$ cat src/edcc_pkg.sv
// shared types, constants and calendar helpers for the epoch day calendar converter
package edcc_pkg;

  // field widths
  localparam int unsigned DaysW  = 16;
  localparam int unsigned YearW  = 12;
  localparam int unsigned MonthW = 4;
  localparam int unsigned DayW   = 5;
  localparam int unsigned AccW   = 18;
  localparam int unsigned YdW    = 9;

  // default epoch year
  localparam int unsigned EpochYearDefault = 1958;

  // request selector codes
  localparam logic ReqToDate = 1'b0;
  localparam logic ReqToDays = 1'b1;

  // result status codes
  localparam logic [1:0] StOk    = 2'd0;
  localparam logic [1:0] StEarly = 2'd1;
  localparam logic [1:0] StMonth = 2'd2;
  localparam logic [1:0] StRange = 2'd3;

  // month lengths, february filled in by leap flag
  localparam logic [DayW-1:0] MonthLen [16] = '{
    5'd0, 5'd31, 5'd0, 5'd31, 5'd30, 5'd31, 5'd30, 5'd31,
    5'd31, 5'd30, 5'd31, 5'd30, 5'd31, 5'd0, 5'd0, 5'd0
  };
  localparam logic [MonthW-1:0] FebMonth  = 4'd2;
  localparam logic [MonthW-1:0] LastMonth = 4'd12;

  typedef struct packed {
    logic              req_type;
    logic [DaysW-1:0]  day_count;
    logic [YearW-1:0]  year_in;
    logic [MonthW-1:0] month_in;
    logic [DayW-1:0]   day_in;
  } in_item_t;

  typedef struct packed {
    logic [DaysW-1:0]  days_out;
    logic [YearW-1:0]  year_out;
    logic [MonthW-1:0] month_out;
    logic [DayW-1:0]   day_out;
    logic [1:0]        status;
  } out_item_t;

  typedef enum logic [1:0] {
    StIdle,
    StYears,
    StMonths,
    StFinish
  } state_e;

  // controller to datapath commands
  typedef struct packed {
    logic load;
    logic step_year;
    logic step_month;
    logic write_out;
  } dp_cmd_t;

  // datapath to controller status
  typedef struct packed {
    logic year_more;
    logic month_more;
  } dp_stat_t;

  // length of month m, leap selects february
  function automatic logic [DayW-1:0] month_days(input logic [MonthW-1:0] m, input logic leap);
    logic [DayW-1:0] len;
    len = MonthLen[m];
    if (m == FebMonth) begin
      len = 5'd28 + {4'd0, leap};
    end
    return len;
  endfunction

endpackage

$ cat src/edcc_ctrl.sv
// controller state machine for the epoch day calendar converter
module edcc_ctrl (
  input  logic               clk_i,
  input  logic               rst_ni,
  input  logic               in_valid_i,
  output logic               in_stall_o,
  output logic               out_valid_o,
  input  logic               out_stall_i,
  output edcc_pkg::dp_cmd_t  cmd_o,
  input  edcc_pkg::dp_stat_t stat_i
);
  import edcc_pkg::*;

  state_e state_q, state_d;
  logic   out_valid_q, out_valid_d;
  logic   out_free;

  // output slot is free when empty or being taken now
  assign out_free = !out_valid_q || !out_stall_i;

  // next state
  always_comb begin
    state_d = state_q;
    case (state_q)
      StIdle: begin
        if (in_valid_i) state_d = StYears;
      end
      StYears: begin
        if (!stat_i.year_more) state_d = StMonths;
      end
      StMonths: begin
        if (!stat_i.month_more) state_d = StFinish;
      end
      StFinish: begin
        if (out_free) state_d = StIdle;
      end
      default: state_d = StIdle;
    endcase
  end

  // outputs and commands
  always_comb begin
    cmd_o      = '0;
    in_stall_o = 1'b1;
    case (state_q)
      StIdle: begin
        in_stall_o = 1'b0;
        cmd_o.load = in_valid_i;
      end
      StYears:  cmd_o.step_year  = stat_i.year_more;
      StMonths: cmd_o.step_month = stat_i.month_more;
      StFinish: cmd_o.write_out  = out_free;
      default: ;
    endcase
  end

  // result valid flag
  always_comb begin
    out_valid_d = out_valid_q && out_stall_i;
    if (cmd_o.write_out) out_valid_d = 1'b1;
  end

  always_ff @(posedge clk_i or negedge rst_ni) begin
    if (!rst_ni) begin
      state_q     <= StIdle;
      out_valid_q <= 1'b0;
    end else begin
      state_q     <= state_d;
      out_valid_q <= out_valid_d;
    end
  end

  assign out_valid_o = out_valid_q;

endmodule

$ cat src/edcc_dpath.sv
// datapath for the epoch day calendar converter: year and month stepping
module edcc_dpath #(
  parameter int unsigned EPOCH_YEAR = edcc_pkg::EpochYearDefault
) (
  input  logic                clk_i,
  input  edcc_pkg::in_item_t  in_data_i,
  input  edcc_pkg::dp_cmd_t   cmd_i,
  output edcc_pkg::dp_stat_t  stat_o,
  output edcc_pkg::out_item_t out_data_o
);
  import edcc_pkg::*;

  localparam logic [YearW-1:0] EpochY   = YearW'(EPOCH_YEAR);
  localparam logic [1:0]       EpochM4  = 2'(EPOCH_YEAR % 4);
  localparam logic [6:0]       EpochM100 = 7'(EPOCH_YEAR % 100);
  localparam logic [8:0]       EpochM400 = 9'(EPOCH_YEAR % 400);
  localparam logic [AccW-1:0]  CapCount = AccW'(65536);

  logic              mode_q;
  logic [1:0]        err_q;
  logic [YearW-1:0]  yin_q;
  logic [MonthW-1:0] min_q;
  logic [DayW-1:0]   din_q;
  logic [YearW-1:0]  y_q;
  logic [MonthW-1:0] m_q;
  logic [AccW-1:0]   acc_q;
  logic [1:0]        m4_q;
  logic [6:0]        m100_q;
  logic [8:0]        m400_q;
  out_item_t         res_q;

  logic              leap;
  logic [YdW-1:0]    ydays;
  logic [DayW-1:0]   mdays;
  logic [1:0]        err_new;
  logic [AccW:0]     sum;
  out_item_t         res_new;

  // leap year from running residues of the current year
  assign leap  = (m400_q == 9'd0) || ((m100_q != 7'd0) && (m4_q == 2'd0));
  assign ydays = 9'd365 + {8'd0, leap};
  assign mdays = month_days(m_q, leap);

  // loop conditions
  always_comb begin
    if (mode_q == ReqToDate) begin
      stat_o.year_more  = acc_q > AccW'(ydays);
      stat_o.month_more = (m_q < LastMonth) && (acc_q > AccW'(mdays));
    end else begin
      stat_o.year_more  = (err_q == StOk) && (y_q < yin_q) && (acc_q <= CapCount);
      stat_o.month_more = (err_q == StOk) && (m_q < min_q);
    end
  end

  // request check for date to count
  always_comb begin
    err_new = StOk;
    if (in_data_i.req_type == ReqToDays) begin
      if (in_data_i.year_in < EpochY) begin
        err_new = StEarly;
      end else if ((in_data_i.month_in < 4'd1) || (in_data_i.month_in > LastMonth)) begin
        err_new = StMonth;
      end
    end
  end

  // result assembly
  always_comb begin
    res_new = '0;
    sum     = acc_q + (AccW+1)'(din_q);
    if (mode_q == ReqToDate) begin
      res_new.year_out  = y_q;
      res_new.month_out = m_q;
      res_new.day_out   = acc_q[DayW-1:0];
      res_new.status    = StOk;
    end else if (err_q != StOk) begin
      res_new.status = err_q;
    end else if (sum == '0) begin
      res_new.status = StRange;
    end else if (sum > (AccW+1)'(65536)) begin
      res_new.status   = StRange;
      res_new.days_out = '1;
    end else begin
      res_new.days_out = DaysW'(sum - (AccW+1)'(1));
      res_new.status   = StOk;
    end
  end

  // working registers
  always_ff @(posedge clk_i) begin
    if (cmd_i.load) begin
      mode_q <= in_data_i.req_type;
      err_q  <= err_new;
      yin_q  <= in_data_i.year_in;
      min_q  <= in_data_i.month_in;
      din_q  <= in_data_i.day_in;
      y_q    <= EpochY;
      m_q    <= 4'd1;
      m4_q   <= EpochM4;
      m100_q <= EpochM100;
      m400_q <= EpochM400;
      if (in_data_i.req_type == ReqToDate) begin
        acc_q <= AccW'(in_data_i.day_count) + AccW'(1);
      end else begin
        acc_q <= '0;
      end
    end else if (cmd_i.step_year) begin
      if (mode_q == ReqToDate) acc_q <= acc_q - AccW'(ydays);
      else                     acc_q <= acc_q + AccW'(ydays);
      y_q    <= y_q + YearW'(1);
      m4_q   <= m4_q + 2'd1;
      m100_q <= (m100_q == 7'd99) ? 7'd0 : m100_q + 7'd1;
      m400_q <= (m400_q == 9'd399) ? 9'd0 : m400_q + 9'd1;
    end else if (cmd_i.step_month) begin
      if (mode_q == ReqToDate) acc_q <= acc_q - AccW'(mdays);
      else                     acc_q <= acc_q + AccW'(mdays);
      m_q <= m_q + MonthW'(1);
    end
  end

  // output register
  always_ff @(posedge clk_i) begin
    if (cmd_i.write_out) res_q <= res_new;
  end

  assign out_data_o = res_q;

endmodule

$ cat src/epoch_day_calendar_converter.sv
// top level of the epoch day calendar converter
//
//   channel | direction | handshake             | payload
//   --------+-----------+-----------------------+-----------------------
//   input   | in        | in_valid_i/in_stall_o | in_data_i  (in_item_t)
//   output  | out       | out_valid_o/out_stall_i | out_data_o (out_item_t)
//
// one transaction at a time: Y whole years are stepped from the epoch (stopped
// once the count passes 16 bits) and M whole months are stepped, one per cycle
// through a single accumulator; the result is then written, and the next input
// is taken in the cycle after the result is written.
// reset clears the controller and the result valid flag, nothing else.
// a stalled result holds in the output register; input is taken again once
// the result is loaded there.
module epoch_day_calendar_converter #(
  parameter int unsigned EPOCH_YEAR = edcc_pkg::EpochYearDefault
) (
  input  logic                clk_i,
  input  logic                rst_ni,
  input  logic                in_valid_i,
  output logic                in_stall_o,
  input  edcc_pkg::in_item_t  in_data_i,
  output logic                out_valid_o,
  input  logic                out_stall_i,
  output edcc_pkg::out_item_t out_data_o
);
  import edcc_pkg::*;

  dp_cmd_t  cmd;
  dp_stat_t stat;

  // sequencer
  edcc_ctrl u_ctrl (
    .clk_i       (clk_i),
    .rst_ni      (rst_ni),
    .in_valid_i  (in_valid_i),
    .in_stall_o  (in_stall_o),
    .out_valid_o (out_valid_o),
    .out_stall_i (out_stall_i),
    .cmd_o       (cmd),
    .stat_i      (stat)
  );

  // year and month stepping datapath
  edcc_dpath #(
    .EPOCH_YEAR (EPOCH_YEAR)
  ) u_dpath (
    .clk_i      (clk_i),
    .in_data_i  (in_data_i),
    .cmd_i      (cmd),
    .stat_o     (stat),
    .out_data_o (out_data_o)
  );

endmodule
$ cat config.mk
export PLATFORM = sky130hd
export DESIGN_NAME = epoch_day_calendar_converter
export DESIGN_NICKNAME = d
export VERILOG_FILES = /design/src/edcc_pkg.sv /design/src/edcc_ctrl.sv /design/src/edcc_dpath.sv /design/src/epoch_day_calendar_converter.sv
export SDC_FILE = /design/constraint.sdc
export NUM_CORES = 1
export LEC_CHECK = 0
export ABC_AREA = 1
export BUFFER_PORTS_ARGS = -buffer_cell sky130_fd_sc_hd__buf_2
export CELL_PAD_IN_SITES_DETAIL_PLACEMENT = 0
export CELL_PAD_IN_SITES_GLOBAL_PLACEMENT = 1
export CORE_ASPECT_RATIO = 0.7
export CORE_MARGIN = 4
export CORE_UTILIZATION = 40
export DETAILED_ROUTE_END_ITERATION = 12
export PLACE_DENSITY = 0.87
export SYNTH_ARGS = -nofsm -noshare
export SYNTH_HDL_FRONTEND = slang
export SYNTH_SLANG_ARGS = --single-unit
$ cat constraint.sdc
create_clock -name clk_i -period 8.75 [get_ports clk_i]
set_input_delay 0.4375 -clock clk_i [delete_from_list [all_inputs] [get_ports clk_i]]
set_output_delay 0.4375 -clock clk_i [all_outputs]
set_load 0.01 [all_outputs]
**Yosys cells after proc, flatten, opt, wreduce, memory -nomap -nowiden**

Memories as Yosys holds them, arrays and structs flattened.
Index checks and enable logic that the tools add are counted.
Widths: inputs -> output; s select.

- $lt $le $gt $ge: 11
- Reduce and logical (&&, ||, !) cells: 23
- Equal/unequal tests: 10
- Muxes and demuxes: 29
- Add/sub/neg operators: 14
- Bitwise operators: 4

Operators with widths:

| kind | count |
|---|---|
| $mux 18 | 6 |
| $add 18x5->19 | 1 |
| $gt 19x17->1 const B | 1 |
| $logic_not 19->1 | 1 |
| $add 18x5->18 | 1 |
| $add 18x9->18 | 1 |
| $gt 18x5->1 | 1 |
| $gt 18x9->1 | 1 |
| $le 18x17->1 const B | 1 |
| $mux 2 | 9 |
| $sub 18x5->18 | 1 |
| $sub 18x9->18 | 1 |
| $add 16x1->17 const B | 1 |
| $mux 16 | 1 |
| $sub 16x1->16 const B | 1 |
| $mux 5 | 3 |
| $add 12x1->12 const B | 1 |
| $lt 12x11->1 const B | 1 |
| $lt 12x12->1 | 1 |
| $add 9x1->9 const A | 1 |
| $add 9x1->9 const B | 1 |
| $eq 9x9->1 const B | 1 |
| $logic_not 9->1 | 1 |
| $mux 9 | 1 |
| 31 further kinds | 52 |

- Output and inout port bits: 41
- Memory bits (read-only): 80
- Memories kept: 1
- Input bits: 42
- Logic and storage cells: 111
- Flip-flop bits (word level): 118

Memories:

| name | depth | bits a word | rd ports | clocked after memory_dff | wr ports | RTL line | RTL |
|---|---|---|---|---|---|---|---|
| (no name shown) | 16 | 5 | 1 | 0 | 0 | edcc_pkg.sv:73 | `len = MonthLen[m];` |

**Depth between registers and ports, before layout**

- Depth in word-level cells: 12
- Depth in mapped cells: 23
- Depth with buffers taken out: 22

**Hierarchy**

From an unflattened synthesis, not the netlist that was laid out.

- Cell total of the unflattened synthesis: 1,110
- Area total of the unflattened synthesis: 8,252.9 um^2

By module, submodules not included:

| module | seq. area each (um^2) | instances | cells each | area an instance (um^2) |
|---|---|---|---|---|
| edcc_dpath | 3,113.0 | 1 | 1,077 | 7,985.2 |
| edcc_ctrl | 75.1 | 1 | 33 | 267.8 |

**Worst setup path before layout**

No wires, ideal clock.

- Path type: reg2reg
- Start point: register u_dpath.m100_q[0]
- End point: register u_dpath.acc_q[0] (enable)
- Buffers on the path: 2
- Stages on the path, launching flop included: 20
- Data required time: 8,316 ps
- Period minus slack after synthesis: 3,465 ps
- Library setup time: 434 ps
- Arrival time: 3,031 ps
- Setup slack: 5,285 ps
- Cell sequence: dfxtp_1 > inv_1 > ha_1 > nand2_1 > o41ai_1 > nand2_1 > inv_1 > ha_1 > inv_1 > fa_1 > nand3_1 > nand2_1 > nand2_1 > o211ai_1 > nor2_1 > nor2_1 > nand2_1 > buf_4 > buf_2 > nand3_1

- Longest elaborated chain between the ends: 10
- Elaborated cells between the ends (all ways): 13
- Classes of those cells: add/sub (2); order compare (2); mux (4); reduce/logical (5)

RTL lines:

| item | RTL line | RTL |
|---|---|---|
| start: declaration | edcc_dpath.sv:28 | `logic [6:0] m100_q;` |
| start signal: assignment | edcc_dpath.sv:100 | `m100_q <= EpochM100;` |
| start signal: assignment | edcc_dpath.sv:112 | `m100_q <= (m100_q == 7'd99) ? 7'd0 : m100_q + 7'd1;` |
| $reduce_bool 7->1 (*) | edcc_dpath.sv:40 | `assign leap = (m400_q == 9'd0) \|\| ((m100_q != 7'd0) && (m4_q == 2'd0));` |
| $logic_and 1x1->1 (*) | edcc_dpath.sv:40 |  |
| $logic_or 1x1->1 (*) | edcc_dpath.sv:40 |  |
| parallel branches: the longest is 4 deep, another holds $gt 18x9->1 | n/a |  |
| $mux 2 (*) | edcc_dpath.sv:46 | `if (mode_q == ReqToDate) begin` |
| $mux 1 | edcc_ctrl.sv:45 | `case (state_q)` |
| $reduce_bool 3->1 (no line) (*) | n/a |  |
| end signal: assignment | edcc_dpath.sv:103 | `acc_q <= AccW'(in_data_i.day_count) + AccW'(1);` |
| end signal: assignment | edcc_dpath.sv:108 | `if (mode_q == ReqToDate) acc_q <= acc_q - AccW'(ydays);` |
| end signal: assignment | edcc_dpath.sv:109 | `else acc_q <= acc_q + AccW'(ydays);` |
| end: declaration | edcc_dpath.sv:26 | `logic [AccW-1:0] acc_q;` |

Every way passes the cells marked *.
A chain may end at the register's enable or synchronous reset.

**Worst setup path after layout**

- Start point: register u_dpath.m100_q[0]
- End point: register u_dpath.acc_q[8] (enable)

The elaborated chain is that of the path after synthesis.

==> impl_metrics.py <==
metrics = {
    "floorplanning": {
        "start_util": 0.411,
        "fp-row-count": 46,
        "fp.dieArea_sq_um": 26000,
        "coreArea_sq_um": 22800,
        "chipWidth_um": 191,
        "io-pin-count": 83,
        "die_y_um": 136,
    },
    "logic_synthesis": {
        "synthAdderAreaFrac": 0.0786,
        "yosysWarnings": 0,
        "async_flop_share": 0.0254,
        "synth_fp_nets": 1427,
        "synthMuxAreaShare": 0,
        "synth_top_area_frac": 0.259,
        "synth_xor_area_frac": 0.0765,
        "synth-compound-area-share": 0.0893,
        "netlist_area_sq_um": 9390,
        "yosysUniqueCellTypes": 47,
        "avgSynthCellArea_sq_um": 7.06,
        "ys_ff_latch": 118,
        "yosysSeqAreaShare": 0.340,
        "yosys.area_share.simple": 0.326,
        "syn-instance-count": 1329,
        "synthFlopType": "edfxtp_1",
        "synth-edff-count": 81,
        "synth.area.top_cells": "edfxtp_1, nand2_1, dfxtp_1",
        "synth.largest_area_cell": "edfxtp_1",
        "synth_top_family_by_area": "simple AND/OR/NAND/NOR gates",
    },
    "placed_design": {
        "dp_slack_ns": 4.22,
        "place_congestion": 0.983,
        "io_buffers": 82,
        "post-place-cells": 1686,
        "dp_hpwl_mm": 20.7,
    },
    "clock_tree": {
        "clk_path_buf_depth": 2,
        "clock-sinks": 118,
        "clk_pin_slew_ns": 0.05,
        "root_buffer": "clkbuf_16",
        "cts_htree_levels": 4,
        "cts_tree": "yes",
        "cts_setup_buffers": 0,
        "post_cts_resized": 0,
        "cts_hold_buffers": 1,
        "cts_buffers": 17,
        "clk_latency_ns": 0.43,
    },
    "layout": {
        "fin_cells": 1719,
        "drive_above_1_share": 0.109,
        "syn2layout_area_growth_pct": 13.6,
        "post-route-util": 0.467,
        "nNetsFinal": 1492,
        "diodes": 0,
    },
    "worst_setup_path": {
        "critPathArrivalTime_ns": 4.45,
        "worstSetupEndpointType": "flip-flop",
        "crit_start": "u_dpath.m100_q[0]",
        "rrSetupSlack_ns": 4.22,
        "r2r_start": "u_dpath.m100_q[0]",
        "crit_type": "flip-flop to flip-flop",
        "critPathRequiredTime_ns": 8.67,
        "critical_path.max_fanout": 47,
        "r2r-end": "u_dpath.acc_q[8]",
        "start_kind": "flip-flop",
        "worst-r2r-cell-count": 18,
        "critPathCapture": "u_dpath.acc_q[8]",
    },
    "sta": {
        "fin_crit_ns": 4.53,
        "setup_ws_ns": 4.22,
        "finClkSkew_ns": 0.0172,
        "maxSlewHeadroom": 0.400,
        "final_hold_viol_count": 0,
        "post-route-period-util": 0.518,
        "max_freq_ghz": 0.221,
        "grt_setup_unrepaired": "false",
        "drv_slew": 0,
        "setup-tns-final_ns": 0,
        "setup_violations": 0,
        "worst_slew_pin_slew_ns": 0.897,
    },
    "grt": {
        "antenna_found_initial": 0,
        "grt_start_max_net_pins": 61,
        "gr-total-overflow": 0,
        "grt_first_pass_wirelength_mm": 43.3,
        "grt_util_all_layers": 0.212,
        "grt_pass1_vias": 8090,
    },
    "flow_run": {
        "maxCapViolations": 0,
    },
    "power_and_ir_drop": {
        "power.internal_mw": 2.07,
        "p_sw_mw": 2.07,
        "clock_power_share": 0.179,
        "switching_share": 0.500,
        "p_leak_nw": 5.02,
        "p_comb_frac": 0.554,
        "p_seq_frac": 0.268,
        "power.density_nw_per_um2": 388,
        "peakVddDrop_v": 0.000184,
    },
    "drt": {
        "first_pass_iters": 5,
        "wire_per_inst_um": 15.8,
        "finalWirelength_mm": 27.2,
        "first_iter_violations": 807,
        "drc": 0,
        "viasPerCell": 5.11,
        "vias": 8784,
        "ant_nets": 0,
    },
    "hold_path": {
        "hold_class": "input pin to flip-flop",
    },
    "status": {
        "status": "complete, no violations",
    },
}
-- metrics by stage --
step	hold slack (ns)	area (sq um)	power (mW)
after global routing	0.169	10700	4.50
after CTS	0.169	10700	4.11
final	0.192	10700	4.14
after detailed placement	0.242	10000	3.35
after floorplan	0.142	9390	2.70
after global placement	0.237	10000	3.34
-- registers in the layout, summed over array words and instances, names as in the netlist --
register,flops
u_dpath.acc_q,18
u_ctrl.out_valid_o,1
u_dpath.min_q,4
u_dpath.m400_q,9
u_dpath.y_q,12
u_ctrl.state_q,2
u_dpath.din_q,5
u_dpath.m4_q,2
u_dpath.out_data_o,39
u_dpath.mode_q,1
u_dpath.yin_q,12
u_dpath.m100_q,7
u_dpath.err_q,2
u_dpath.m_q,4
-- worst min path at each step --
stage          slack, ns  cells past startpoint                  to         start
6_report            0.19                      1    u_dpath.yin_q[0]  in_data_i[9]
5_1_grt             0.17                      1    u_dpath.yin_q[0]  in_data_i[9]
4_1_cts             0.17                      1    u_dpath.yin_q[0]  in_data_i[9]
3_5_place_dp        0.24                      1  u_ctrl.out_valid_o        rst_ni
3_3_place_gp        0.24                      1  u_ctrl.out_valid_o        rst_ni
2_1_floorplan       0.14                      0  u_ctrl.out_valid_o        rst_ni
-- worst max-delay path: stages (launching register included) --
cell	delay, ns
dfxtp_1	0.33
inv_1	0.10
ha_1	0.15
nand2_1	0.05
o41ai_1	0.33
nand2_1	0.20
inv_1	0.24
ha_1	0.21
inv_1	0.09
fa_1	0.42
nand3_1	0.12
nand2_1	0.09
nand2_1	0.12
o211ai_1	0.09
nor2_1	0.11
nor2_1	0.07
nand2_1	0.06
buf_4	0.45
nand3_1	0.78
-- final cells by class --
class / count / area, sq um
clock buffers: 19 / 443
inverters: 163 / 612
repair buffers: 91 / 480
flip-flops and latches: 118 / 3190
well taps: 312 / 390
fillers: 2354 / 12200
multi-input cells: 1003 / 5380
clock inverters: 13 / 178
-- metal layers --
metal	track usage	up-vias	share of wire
met5	0	-	0
met4	0.0415	0	0.0090
met3	0.0567	21	0.10
met2	0.288	370	0.39
met1	0.334	3946	0.50
li1	-	4447	-
-- power groups by stage --
stage / sequential [mW] / combinational [mW] / clock [mW]
after global placement: 1.10 / 2.24 / 0
final: 1.11 / 2.29 / 0.740
after floorplan: 0.978 / 1.72 / 0
after global routing: 1.13 / 2.59 / 0.782
after CTS: 1.10 / 2.26 / 0.756
after detailed placement: 1.11 / 2.24 / 0
-- cell usage after synthesis, drive strengths merged (6+ instances only) --
cell type and n:
nand3b 9, nor3 26, o211ai 18, dfxtp 34
buf 29, nor4 8, edfxtp 81, clkbuf 16
nand4 17, nand3 102, xor2 77, nand2 394
o21ai 46, or2 6, inv 162, nor2 151
ha 51, a21oi 60
-- cells by family (layout without fill, tap and decap cells) --
kind of cell,count (synthesis),count (layout)
XOR/XNOR,82,82
flip-flops,118,118
AO/OA/AOI/OAI,146,146
adder cells (fa/ha/maj),56,56
buffers and inverters,208,286
AND/OR/NAND/NOR,719,719
-- layout by cell type, fill, tap and decap left out, types with 25 or more instances in the layout --
master / instances
o21ai_0: 43
buf_2: 82
nor2_1: 141
ha_1: 51
edfxtp_1: 81
inv_1: 156
nand3_1: 100
xor2_1: 77
a21oi_1: 59
dfxtp_1: 34
nor3_1: 25
nand2_1: 388
Power figures use the tool's default switching activity.
